## src/ttf_pkg.sv

```systemverilog
// Shared types and constants for the triangle tangent frame block.
// Holds the payload structs, the controller/datapath command and status structs.
// No dependencies.
package ttf_pkg;

    // Field widths fixed by the interface.
    localparam int COORD_W       = 32;
    localparam int OUT_W         = 16;
    localparam int OUT_FRAC_BITS = 14;

    // Internal widths derived from the field widths.
    localparam int DELTA_W   = COORD_W + 1;
    localparam int PROD_W    = 2 * DELTA_W;
    localparam int ACC_W     = PROD_W + 1;
    localparam int LEN_W     = $clog2(ACC_W + 1);
    localparam int NORM_BITS = 30;
    localparam int SUM_W     = 2 * NORM_BITS + 2;
    localparam int ROOT_W    = SUM_W / 2;
    localparam int ROOT_STEPS = SUM_W / 2;
    localparam int DIV_W     = NORM_BITS + OUT_FRAC_BITS + 2;
    localparam int QUO_W     = OUT_FRAC_BITS + 1;

    // Multiplier operand select codes.
    localparam int SEL_W      = 5;
    localparam int MUL_DET0   = 0;
    localparam int MUL_T0     = 2;
    localparam int MUL_B0     = 8;
    localparam int MUL_PAIRS  = 14;
    localparam int MUL_SQ0    = 14;

    localparam int CNT_W = 5;

    typedef struct packed {
        logic signed [COORD_W-1:0] pos_x;
        logic signed [COORD_W-1:0] pos_y;
        logic signed [COORD_W-1:0] pos_z;
        logic signed [COORD_W-1:0] tex_u;
        logic signed [COORD_W-1:0] tex_v;
    } t_in_beat;

    typedef struct packed {
        logic signed [OUT_W-1:0] tangent_x;
        logic signed [OUT_W-1:0] tangent_y;
        logic signed [OUT_W-1:0] tangent_z;
        logic signed [OUT_W-1:0] bitangent_x;
        logic signed [OUT_W-1:0] bitangent_y;
        logic signed [OUT_W-1:0] bitangent_z;
        logic                    degenerate;
    } t_out_beat;

    typedef enum logic [1:0] {
        ACC_HOLD,
        ACC_LOAD,
        ACC_ADD,
        ACC_SUB
    } t_acc_op;

    typedef struct packed {
        logic             store_corner;
        logic             corner_idx;
        logic             load_delta;
        logic             mul_en;
        logic [SEL_W-1:0] mul_sel;
        t_acc_op          acc_op;
        logic             wr_en;
        logic [2:0]       wr_idx;
        logic             abs_en;
        logic             vec_sel;
        logic             len_en;
        logic             shift_en;
        logic             root_init;
        logic             root_step;
        logic             div_init;
        logic             div_step;
        logic             div_store;
        logic [1:0]       comp_idx;
        logic             out_load;
        logic             out_degen;
    } t_cmd;

    typedef struct packed {
        logic det_zero;
        logic len_zero;
        logic out_free;
    } t_status;

endpackage

```

## src/ttf_ctrl.sv

```systemverilog
// Sequencer for the triangle tangent frame block.
// Counts corners and steps the datapath through multiply, normalize, square root and divide.
// Depends on ttf_pkg.
module ttf_ctrl
    import ttf_pkg::*;
(
    input  logic    i_clk,
    input  logic    i_rst_n,
    input  logic    i_in_valid,
    output logic    o_in_ready,
    input  t_status i_status,
    output t_cmd    o_cmd
);

    typedef enum logic [3:0] {
        S_IDLE,
        S_MUL,
        S_DET,
        S_ABS,
        S_LEN,
        S_SHIFT,
        S_SQ,
        S_ROOT_INIT,
        S_ROOT,
        S_DIV_INIT,
        S_DIV,
        S_DIV_STORE,
        S_FINISH
    } t_state;

    t_state           r_state, n_state;
    logic [CNT_W-1:0] r_cnt, n_cnt;
    logic [1:0]       r_corners, n_corners;
    logic             r_vec, n_vec;
    logic [1:0]       r_comp, n_comp;
    logic             r_degen, n_degen;
    logic [CNT_W-1:0] k_prev;

    // Next state and command decode.
    always_comb begin
        n_state   = r_state;
        n_cnt     = r_cnt;
        n_corners = r_corners;
        n_vec     = r_vec;
        n_comp    = r_comp;
        n_degen   = r_degen;
        o_cmd     = '0;
        o_in_ready = 1'b0;
        k_prev    = r_cnt - CNT_W'(1);
        case (r_state)
            S_IDLE: begin
                o_in_ready = 1'b1;
                if (i_in_valid) begin
                    if (r_corners < 2'd2) begin
                        o_cmd.store_corner = 1'b1;
                        o_cmd.corner_idx   = r_corners[0];
                        n_corners          = r_corners + 2'd1;
                    end else begin
                        o_cmd.load_delta = 1'b1;
                        n_corners        = '0;
                        n_cnt            = '0;
                        n_degen          = 1'b0;
                        n_state          = S_MUL;
                    end
                end
            end
            S_MUL: begin
                // Product k is formed while product k-1 is folded in.
                if (r_cnt < CNT_W'(MUL_PAIRS)) begin
                    o_cmd.mul_en  = 1'b1;
                    o_cmd.mul_sel = SEL_W'(r_cnt);
                end
                if (r_cnt != '0) begin
                    if (r_cnt[0]) begin
                        o_cmd.acc_op = ACC_LOAD;
                    end else begin
                        o_cmd.acc_op = ACC_SUB;
                        o_cmd.wr_en  = 1'b1;
                        o_cmd.wr_idx = k_prev[3:1];
                    end
                end
                if (r_cnt == CNT_W'(MUL_PAIRS)) begin
                    n_state = S_DET;
                end else begin
                    n_cnt = r_cnt + CNT_W'(1);
                end
            end
            S_DET: begin
                if (i_status.det_zero) begin
                    n_degen = 1'b1;
                    n_state = S_FINISH;
                end else begin
                    n_vec   = 1'b0;
                    n_state = S_ABS;
                end
            end
            S_ABS: begin
                o_cmd.abs_en  = 1'b1;
                o_cmd.vec_sel = r_vec;
                n_state       = S_LEN;
            end
            S_LEN: begin
                o_cmd.len_en = 1'b1;
                n_state      = S_SHIFT;
            end
            S_SHIFT: begin
                if (i_status.len_zero) begin
                    n_degen = 1'b1;
                    n_state = S_FINISH;
                end else begin
                    o_cmd.shift_en = 1'b1;
                    n_cnt          = '0;
                    n_state        = S_SQ;
                end
            end
            S_SQ: begin
                // Sum of squares of the three scaled components.
                if (r_cnt < CNT_W'(3)) begin
                    o_cmd.mul_en  = 1'b1;
                    o_cmd.mul_sel = SEL_W'(MUL_SQ0) + SEL_W'(r_cnt);
                end
                if (r_cnt == CNT_W'(1)) begin
                    o_cmd.acc_op = ACC_LOAD;
                end else if (r_cnt != '0) begin
                    o_cmd.acc_op = ACC_ADD;
                end
                if (r_cnt == CNT_W'(3)) begin
                    n_state = S_ROOT_INIT;
                end else begin
                    n_cnt = r_cnt + CNT_W'(1);
                end
            end
            S_ROOT_INIT: begin
                o_cmd.root_init = 1'b1;
                n_cnt           = '0;
                n_state         = S_ROOT;
            end
            S_ROOT: begin
                o_cmd.root_step = 1'b1;
                if (r_cnt == CNT_W'(ROOT_STEPS - 1)) begin
                    n_comp  = '0;
                    n_state = S_DIV_INIT;
                end else begin
                    n_cnt = r_cnt + CNT_W'(1);
                end
            end
            S_DIV_INIT: begin
                o_cmd.div_init = 1'b1;
                o_cmd.comp_idx = r_comp;
                n_cnt          = '0;
                n_state        = S_DIV;
            end
            S_DIV: begin
                o_cmd.div_step = 1'b1;
                if (r_cnt == CNT_W'(QUO_W - 1)) begin
                    n_state = S_DIV_STORE;
                end else begin
                    n_cnt = r_cnt + CNT_W'(1);
                end
            end
            S_DIV_STORE: begin
                o_cmd.div_store = 1'b1;
                o_cmd.comp_idx  = r_comp;
                o_cmd.vec_sel   = r_vec;
                if (r_comp == 2'd2) begin
                    if (!r_vec) begin
                        n_vec   = 1'b1;
                        n_state = S_ABS;
                    end else begin
                        n_state = S_FINISH;
                    end
                end else begin
                    n_comp  = r_comp + 2'd1;
                    n_state = S_DIV_INIT;
                end
            end
            S_FINISH: begin
                // Wait for the output register to free up.
                if (i_status.out_free) begin
                    o_cmd.out_load  = 1'b1;
                    o_cmd.out_degen = r_degen;
                    n_state         = S_IDLE;
                end
            end
            default: begin
                n_state = S_IDLE;
            end
        endcase
    end

    // State registers.
    always_ff @(posedge i_clk) begin
        if (!i_rst_n) begin
            r_state   <= S_IDLE;
            r_cnt     <= '0;
            r_corners <= '0;
            r_vec     <= 1'b0;
            r_comp    <= '0;
            r_degen   <= 1'b0;
        end else begin
            r_state   <= n_state;
            r_cnt     <= n_cnt;
            r_corners <= n_corners;
            r_vec     <= n_vec;
            r_comp    <= n_comp;
            r_degen   <= n_degen;
        end
    end

endmodule

```

## config.mk

```make
export PLATFORM = sky130hd
export DESIGN_NAME = ttf_ctrl
export DESIGN_NICKNAME = d
export VERILOG_FILES = /design/src/ttf_pkg.sv /design/src/ttf_ctrl.sv
export SDC_FILE = /design/constraint.sdc
export NUM_CORES = 1
export LEC_CHECK = 0
export BUFFER_PORTS_ARGS = -buffer_cell sky130_fd_sc_hd__buf_4
export CORE_MARGIN = 8
export CORE_UTILIZATION = 55
export CTS_BUF_LIST = sky130_fd_sc_hd__clkbuf_2
export CTS_CLUSTER_DIAMETER = 60
export DETAILED_ROUTE_END_ITERATION = 8
export PLACE_DENSITY = 0.82
export SLEW_MARGIN = 0
export SYNTH_ARGS = -nofsm -noshare
export SYNTH_HDL_FRONTEND = slang
export SYNTH_SLANG_ARGS = --single-unit
```

## constraint.sdc

```tcl
create_clock -name i_clk -period 5.2 [get_ports i_clk]
set_clock_uncertainty 0.05 [all_clocks]
set_input_delay 0.78 -clock i_clk [delete_from_list [all_inputs] [get_ports i_clk]]
set_output_delay 0.78 -clock i_clk [all_outputs]
set_load 0.01 [all_outputs]
```

== After elaboration in Yosys (flattened, before gate mapping) ==
Cells that the tools add are included.

* $lt $le $gt $ge: 3
* Shifts and indexed selects: 0
* Bitwise logic cells: 0
* Eq/ne operators: 33
* Reductions and logical operators: 16
* Multipliers: 0
* Divide/modulo/power cells: 0
* Add/sub/neg operators: 5
* Mux-type cells: 58

{| class="wikitable"
|+ Operator list
! cell !! count
|-
| $mux W4 || 13
|-
| $pmux W4 S13 || 1
|-
| $ne A2 B2 Y1 const B || 16
|-
| $mux W5 || 6
|-
| $pmux W5 S6 || 1
|-
| $eq A4 B4 Y1 const B || 5
|-
| $mux W2 || 10
|-
| $mux W1 || 18
|-
| $mux W6 || 3
|-
| $eq A4 B3 Y1 const B || 4
|-
| $pmux W8 S2 || 1
|-
| $reduce_and A7 Y1 || 2
|-
| $eq A4 B2 Y1 const B || 2
|-
| $reduce_or A2 Y1 || 4
|-
| $mux W3 || 2
|-
| $reduce_and A3 Y1 || 2
|-
| $reduce_bool A6 Y1 || 1
|-
| $add A4 B5 Y5 const A || 1
|-
| $add A5 B1 Y5 const B || 1
|-
| $eq A5 B1 Y1 const B || 1
|-
| $eq A5 B2 Y1 const B || 1
|-
| $eq A5 B4 Y1 const B || 1
|-
| $eq A5 B5 Y1 const B || 1
|-
| $lt A5 B2 Y1 const B || 1
|-
| other kinds (15) || 17
|}

* Input port bits: 6
* Logic and storage cells: 121
* ROM bits: 0
* Flip-flop bits (word level): 15
* Memories kept: 0
* Latch bits: 0
* Memory bits (writable): 0

== Logic depth before layout (Yosys ltp) ==
Gate-level depths: netlist of the first run.

* Depth in word-level cells: 4
* Depth in mapped cells: 8
* Depth with buffers taken out: 7

== Worst setup path before layout of the first run ==
OpenSTA, ideal clock, no wires.

* Path kind: register to output
* Start point: register r_state[0]
* End point: output port o_cmd[26] in the netlist's numbering
* Setup slack: 2.807 ns
* Arrival time: 1.563 ns
* Stages on the path, launching flop included: 6
* Cells stage by stage: dfxtp_1 -> nor4_1 -> nand2_1 -> nor2_1 -> nand2_1 -> inv_1

{| class="wikitable"
|+ RTL lines
! item !! line !! RTL
|-
| from (decl) || ttf_ctrl.sv:31 || <nowiki>t_state r_state, n_state;</nowiki>
|-
| from (signal assigned) || ttf_ctrl.sv:201 || <nowiki>r_state <= n_state;</nowiki>
|-
| to (decl) || ttf_ctrl.sv:12 || <nowiki>output t_cmd o_cmd</nowiki>
|}

==> summary.md, run 1 <==
| Metric | Value |
|---|---|
| I/O pins | `35` |
| Worst vdd ir | `171 uV` |
| PostCTS Resize Cnt | `0` |
| Critical-path top delay cell | `dfxtp_1` |
| Main synth FF type | `dfxtp_1` |
| # diodes | `0` |
| Setup_tns | `0 ns` |
| Crit Path Class | `flip-flop to output port` |
| Vias in the first global route | `1439` |
| Worst EP required | `4.37 ns` |
| Gpl congestion | `0.904` |
| Die ar. | `0.00451 mm2` |
| Commonest non-fill, non-tap cell in the layout | `buf_4` |
| Cell area power density | `206 mW/mm2` |
| CTS clock-pin slew for the worst setup and hold paths | `0.16 ns` |
| Hold Buf Count CTS | `0` |
| Initial antenna violation count | `0` |
| Pins Over Slew Limit | `0` |
| Post-synthesis async set-or-reset flop share | `0%` |
| Synth Register Bits | `15` |
| P_leak | `0.709 nW` |
| Pre-antenna DRT Iters | `5` |
| R2R Setup Slk | `2.98 ns` |
| Worst setup path endpoint | `o_cmd[19]` |
| DRT Wirelength | `3920 um` |
| P&R area growth vs syn | `16.0%` |
| Slowest cell delay on critical path | `0.77 ns` |
| Core footprint | `0.00248 mm2` |
| Cell variety after synth | `48` |
| Sequential area share after synthesis | `20.9%` |
| Crit path cell chain | `nor2b_1 -> nand2_1 -> a211oi_1 -> or2_2 -> and3_1 -> buf_4` |
| Remaining DRCs | `0` |
| First-pass GRT wire length | `6420 um` |
| CTS tree | `done` |
| Die X | `67.2 um` |
| DP Wirelength | `2990 um` |
| Period minus WS final | `3.15 ns` |
| Post-CTS Setup Inserts | `0` |
| Post-route ant nets | `0` |
| Gr ovfl total | `0` |
| Worst Reg-to-Reg Cells | `5` |
| Outcome | `completed` |
| Clk_lat worst skew | `0.28 ns` |
| Pin slew with the least headroom to its limit | `0.657 ns` |
| Row count | `18` |
| CTS Buffer Depth | `2` |
| Overall global routing resource usage | `17.6%` |
| Commonest cells after routing, fill and taps aside | `34 x buf_4, 26 x nand2_1, 16 x nor2_1, 15 x dfxtp_1, 14 x a21oi_1` |
| Max-cap violations | `0` |
| Part of the cycle the worst path needs | `60.6%` |
| DR WL/cell | `15.4 um` |
| Warnings from Yosys | `0` |
| Starting Density | `58.1%` |
| Layout cells sized above 1 | `19.2%` |
| Final Core Density | `67.4%` |
| Post-route non-filler standard cell count | `254` |
| Reg2Reg Capture Point | `r_cnt[4]` |
| Inst Count DP | `250` |
| CP Max Fanout | `25` |
| Syn Nets | `216` |
| Via/cell ratio | `6.08` |
| Syn avg cell area | `7.20 um2` |
| Via count | `1544` |
| IO buf count | `34` |
| Worst Setup SP | `r_state[0]` |
| Final setup fails | `0` |
| Largest net degree at the start of global routing | `26` |
| Number of synthesized flops with an enable pin | `0` |
| Slew headroom | `56.2%` |
| Syn Inst Count | `200` |
| Root Buffer Master | `clkbuf_2` |
| Dpl cell area | `0.00165 mm2` |
| Hold Path Class | `flip-flop to flip-flop` |
| Post-route cell area | `0.00167 mm2` |
| Final Hold Vio Count | `0` |
| Worst Path Arrival | `2.32 ns` |
| TritonCTS Buffers | `3` |
| H-tree depth | `1` |
| Post-synthesis cell area | `0.00144 mm2` |
| CTS sink cnt | `15` |
| FF-to-FF Start | `r_state[0]` |
| RSZ-0062 raised after global routing | `false` |
| Total Nets Final | `241` |
| Chip Height | `67.2 um` |
| Starting DRT DRC Count | `174` |
| Max Clk Rate | `0.317 GHz` |
| Critical Path Start Type | `flip-flop` |
| Fill cell count | `214` |
| Worst Hold Depth | `2` |
| Critical path endpoint category | `output port` |
[cell families (layout without fill, tap and decap cells)]
group / after synthesis / after routing / share of synthesized area (%)
AOI/OAI and AO/OA: 52 / 52 / 23.5
xor gates and xnor gates: 3 / 3 / 1.82
adders and majority gates: 10 / 10 / 8.69
buffers and inverters: 27 / 51 / 9.12
DFF: 15 / 15 / 20.9
muxes: 4 / 4 / 2.78
and+or+nand+nor: 89 / 89 / 33.2
[power by group]
group	switching (mW)	total (mW)	internal (mW)
sequential	0.0213	0.143	0.122
clock	0.0386	0.0589	0.0204
combinational	0.0803	0.143	0.0622
total	0.140	0.345	0.204
[routing by layer]
metal / GRT usage (%) / routed length (um) / vias up
li1: - / - / 767
met5: 0 / 0 / -
met2: 28.7 / 1830 / 73
met1: 23.3 / 1720 / 700
met3: 3.15 / 340 / 4
met4: 4.96 / 20 / 0
[registers in the layout (all words and copies together), names as in the netlist]
| register | count |
|---|---|
| r_comp | 2 |
| r_degen | 1 |
| r_cnt | 5 |
| r_state | 4 |
| r_corners | 2 |
| r_vec | 1 |
[cell usage after synthesis (all sizes together) (2+ instances only)]
cell / n / share of area, %
and3: 4 / 1.7
o22ai: 3 / 1.3
and4b: 2 / 1.4
inv: 13 / 3.4
a22oi: 2 / 1.0
a21oi: 14 / 4.9
o21ai: 12 / 4.2
nor3: 4 / 1.4
a211oi: 3 / 1.6
nor3b: 2 / 1.0
o32ai: 2 / 1.2
xnor2: 3 / 1.8
mux2i: 4 / 2.8
nand2b: 5 / 2.2
dfxtp: 15 / 21
a22o: 2 / 1.2
buf: 10 / 4.7
nor4: 5 / 2.2
nor2b: 4 / 1.7
and2: 4 / 1.7
nand4: 3 / 1.3
clkbuf: 4 / 1.0
nand3: 6 / 2.1
nor2: 16 / 4.2
or3: 3 / 1.3
ha: 10 / 8.7
a21boi: 2 / 1.0
nand2: 26 / 6.8
[worst max-delay path: cells and delay by family, from the launching register on]
family                 cells  cell delay, ns
flip-flops                 1            0.77
AND/OR/NAND/NOR            4            0.79
AO/OA/AOI/OAI              1            0.35
buffers and inverters      1            0.12
[layout make-up]
cell class	count	area (um2)	area share (%)
Clock buffer	4	20.0	1.20
Inverter	13	48.8	2.92
Multi-Input combinational cell	158	1010	60.4
Sequential cell	15	300	18.0
Tap cell	30	37.5	2.25
Timing Repair Buffer	34	255	15.3
[how the worst min path moves through the flow]
stage             from  endpoint  slack (ns)
3_5_place_dp   r_degen   r_degen        0.42
6_report       r_degen   r_degen        0.44
4_1_cts        r_degen   r_degen        0.44
3_3_place_gp   r_degen   r_degen        0.41
5_1_grt        r_degen   r_degen        0.47
2_1_floorplan  r_degen   r_degen        0.40
[stage by stage]
stage | hold slack (ns) | total power, mW | worst slack [ns]
after floorplan | 0.395 | 0.250 | 2.81
after global placement | 0.410 | 0.283 | 2.49
after detailed placement | 0.418 | 0.287 | 2.40
after CTS | 0.440 | 0.345 | 2.05
after global routing | 0.473 | 0.367 | 1.79
final | 0.438 | 0.345 | 2.05
No activity file was read; power rests on OpenSTA's default activity.
==> inputs of run 2 (changes only) <==
--- a/config.mk
+++ b/config.mk
@@ -5,13 +5,14 @@
 export SDC_FILE = /design/constraint.sdc
 export NUM_CORES = 1
 export LEC_CHECK = 0
+export ABC_AREA = 1
 export BUFFER_PORTS_ARGS = -buffer_cell sky130_fd_sc_hd__buf_4
 export CORE_MARGIN = 8
-export CORE_UTILIZATION = 55
+export CORE_UTILIZATION = 50
 export CTS_BUF_LIST = sky130_fd_sc_hd__clkbuf_2
 export CTS_CLUSTER_DIAMETER = 60
 export DETAILED_ROUTE_END_ITERATION = 8
-export PLACE_DENSITY = 0.82
+export PLACE_DENSITY = 0.78
 export SLEW_MARGIN = 0
 export SYNTH_ARGS = -nofsm -noshare
 export SYNTH_HDL_FRONTEND = slang
==> constraint.sdc (replaced) <==
create_clock -name i_clk -period 2.53 [get_ports i_clk]
set_clock_uncertainty 0.05 [all_clocks]
set_input_delay 0.3795 -clock i_clk [delete_from_list [all_inputs] [get_ports i_clk]]
set_output_delay 0.3795 -clock i_clk [all_outputs]
set_load 0.01 [all_outputs]
==> summary.md, run 2 <==
| Metric | Value |
|---|---|
| Slew headroom | `71.2% (+15 points)` |
| DP Wirelength | `3010 um (+0.68%)` |
| Worst vdd ir | `530 uV (+210%)` |
| CTS clock-pin slew for the worst setup and hold paths | `0.15 ns (about the same)` |
| FF-to-FF Start | `r_cnt[0]` |
| Max Clk Rate | `0.431 GHz` |
| Synth area leaders | `dfxtp_1 21%, nand2_1 18%, inv_1 10%, nor2_1 8.9%, ha_1 8.7%` |
| Total Nets Final | `297 (+23%)` |
| Critical Path Start Type | `flip-flop` |
| Hold Buf Count CTS | `0 (unchanged)` |
| Largest Register | `r_cnt` |
| Row count | `19 (+1)` |
| Commonest cells after routing, fill and taps aside | `67 x nand2_1, 40 x inv_1, 34 x nor2_1, 34 x buf_4, 21 x nand3_1` |
| Post-route ant nets | `0 (unchanged)` |
| CTS Buffer Depth | `2 (unchanged)` |
| Hold Path Class | `primary input to flip-flop` |
| Largest net degree at the start of global routing | `14 (-46%)` |
| Number of synthesized flops with an enable pin | `0 (unchanged)` |
| Part of the cycle the worst path needs | `91.6%` |
| CP Max Fanout | `7 (-72%)` |
| Post-synthesis async set-or-reset flop share | `0% (unchanged)` |
| Pre-antenna DRT Iters | `6 (+1)` |
| Power, Total | `1.15 mW (+230%)` |
| Cell area power density | `663 mW/mm2 (+220%)` |
| Worst EP required | `2.10 ns (-2.27 ns)` |
| IO buf count | `34 (unchanged)` |
| Initial antenna violation count | `0 (unchanged)` |
| Syn Inst Count | `246 (+23%)` |
| H-tree depth | `1 (unchanged)` |
| Chip Height | `69.6 um (+3.6%)` |
| Final Hold Vio Count | `0 (unchanged)` |
| Die X | `69.6 um (+3.6%)` |
| First-pass GRT wire length | `6410 um (-0.20%)` |
| Setup_tns | `0 ns (unchanged)` |
| Post-synth top area share | `20.9% (+0.054 points)` |
| Syn Nets | `262 (+21%)` |
| Commonest non-fill, non-tap cell in the layout | `nand2_1` |
| Pin slew with the least headroom to its limit | `0.432 ns (-0.225 ns)` |
| Reg2Reg Capture Point | `r_cnt[2]` |
| Via count | `1627 (+5.4%)` |
| Gr ovfl total | `0 (unchanged)` |
| P&R area growth vs syn | `20.4%` |
| Period minus WS final | `2.32 ns` |
| CTS tree | `done` |
| Cell variety after synth | `28 (-42%)` |
| Vias in the first global route | `1456 (+1.2%)` |
| Crit Path Class | `flip-flop to output port` |
| R2R Setup Slk | `0.73 ns (-2.25 ns)` |
| Sequential area share after synthesis | `20.9% (+0.054 points)` |
| Via/cell ratio | `5.23 (-14%)` |
| Clk_lat worst skew | `0.30 ns (+0.02 ns)` |
| Syn avg cell area | `5.84 um2 (-19%)` |
| Post-CTS Setup Inserts | `0 (unchanged)` |
| RSZ-0062 raised after global routing | `false` |
| Worst Path Arrival | `1.89 ns (-0.43 ns)` |
| Overall global routing resource usage | `15.0% (-2.6 points)` |
| Final setup fails | `0 (unchanged)` |
| Core footprint | `0.00273 mm2 (+10%)` |
| Root Buffer Master | `clkbuf_2` |
| Largest regs | `r_cnt x5, r_state x4` |
| DRT Wirelength | `3750 um (-4.2%)` |
| Remaining DRCs | `0 (unchanged)` |
| Worst Reg-to-Reg Cells | `8 (+3)` |
| List of most frequent post-synthesis cells | `67 x nand2_1, 40 x inv_1, 34 x nor2_1` |
| Synth Register Bits | `15 (unchanged)` |
| Inst Count DP | `307 (+23%)` |
| Max-cap violations | `0 (unchanged)` |
| Post-route non-filler standard cell count | `311 (+22%)` |
| Worst Hold Depth | `3 (+1)` |
| Starting DRT DRC Count | `68 (-61%)` |
| PostCTS Resize Cnt | `0 (unchanged)` |
| P_leak | `0.933 nW (+32%)` |
| Starting Density | `52.5% (-5.6 points)` |
| Max reg flops | `5 (unchanged)` |
| Pins Over Slew Limit | `0 (unchanged)` |
| Dpl cell area | `0.00171 mm2 (+3.6%)` |
| Layout cells sized above 1 | `18.6% (-0.63 points)` |
| Post-synthesis cell area | `0.00144 mm2 (-0.26%)` |
| Post-route cell area | `0.00173 mm2 (+3.5%)` |
| DR WL/cell | `12.1 um (-22%)` |
| Main synth FF type | `dfxtp_1` |
| Gpl congestion | `0.858 (-5.1%)` |
| I/O pins | `35 (unchanged)` |
| # diodes | `0 (unchanged)` |
| TritonCTS Buffers | `3 (unchanged)` |
| Worst hold endpoint | `r_corners[0]` |
| CTS sink cnt | `15 (unchanged)` |
| Outcome | `completed` |
| Warnings from Yosys | `0 (unchanged)` |
| Largest area contributor in the netlist | `dfxtp_1` |
| Die ar. | `0.00484 mm2 (+7.4%)` |
| Final Core Density | `63.2% (-4.2 points)` |
| Critical path endpoint category | `output port` |
| Most frequent cell after synthesis | `nand2_1` |
| Hold Path Origin | `i_rst_n` |
-- run 2: cell count changes in the layout (fill, tap and decap cells not counted), moves of 5 or more --
cell      before  now
nor2_1        16   34
inv_1         13   40
nand3_1        6   21
nand2b_1       5    0
nand2_1       26   67
-- run 2: kinds of logic (layout without fill, tap and decap cells) --
logic type      Yosys count  count (layout)  synth area share (%)
flops                    15              15                  20.9
compound gates           29              29                  10.7
simple gates            142             142                  44.8
xor+xnor                  4               4                  2.44
buf+inv                  46              80                  12.5
fa+ha+maj                10              10                  8.71
-- run 2: worst max path at each step --
stage	endpoint	startpoint	depth (start not counted)	slack [ns]
after floorplan	o_cmd[14]	r_cnt[0]	9	0.71
after global placement	o_cmd[20]	r_cnt[2]	6	0.64
after detailed placement	o_cmd[14]	r_cnt[0]	10	0.56
after CTS	o_cmd[14]	r_cnt[0]	10	0.23
after global routing	o_cmd[14]	r_cnt[0]	10	0.03
final	o_cmd[14]	r_cnt[0]	10	0.21
-- run 2: power by group --
part           internal, mW  switching, mW  leakage, nW
Combinational         0.251          0.451        0.794
Sequential            0.272         0.0471        0.122
Clock                0.0419         0.0845       0.0166
Total                 0.564          0.582        0.933
-- run 2: per-layer routing --
metal  track usage (%)  part of all wire, %  up-vias
li1                  -                    -      839
met1              19.1                   49      708
met2              23.5                   41       70
met3              3.43                  8.3       10
met4              6.15                  2.2        0
met5                 0                    0        -
-- run 2: per-stage QoR --
stage | hold WS [ns] | worst slack (ns)
2_1_floorplan | 0.390 | 0.707
3_3_place_gp | 0.404 | 0.643
3_5_place_dp | 0.402 | 0.565
4_1_cts | 0.270 | 0.231
5_1_grt | 0.262 | 0.0266
6_report | 0.269 | 0.212
-- run 2: critical path: stages (launching register included) --
cell and delay [ns]:
dfxtp_1 0.50, inv_1 0.17, ha_1 0.22, inv_1 0.06
nor2_1 0.05, inv_1 0.07, nand2_1 0.08, nor2_1 0.14
inv_1 0.08, nor2_1 0.09, buf_4 0.13
-- run 2: final cells by class --
| cell class | instances | area [um2] |
|---|---|---|
| Sequential cell | 15 | 300 |
| Clock buffer | 4 | 20.0 |
| Tap cell | 31 | 38.8 |
| Fill cell | 288 | 1000 |
| Multi-Input combinational cell | 185 | 957 |
| Timing Repair Buffer | 34 | 255 |
| Inverter | 42 | 158 |
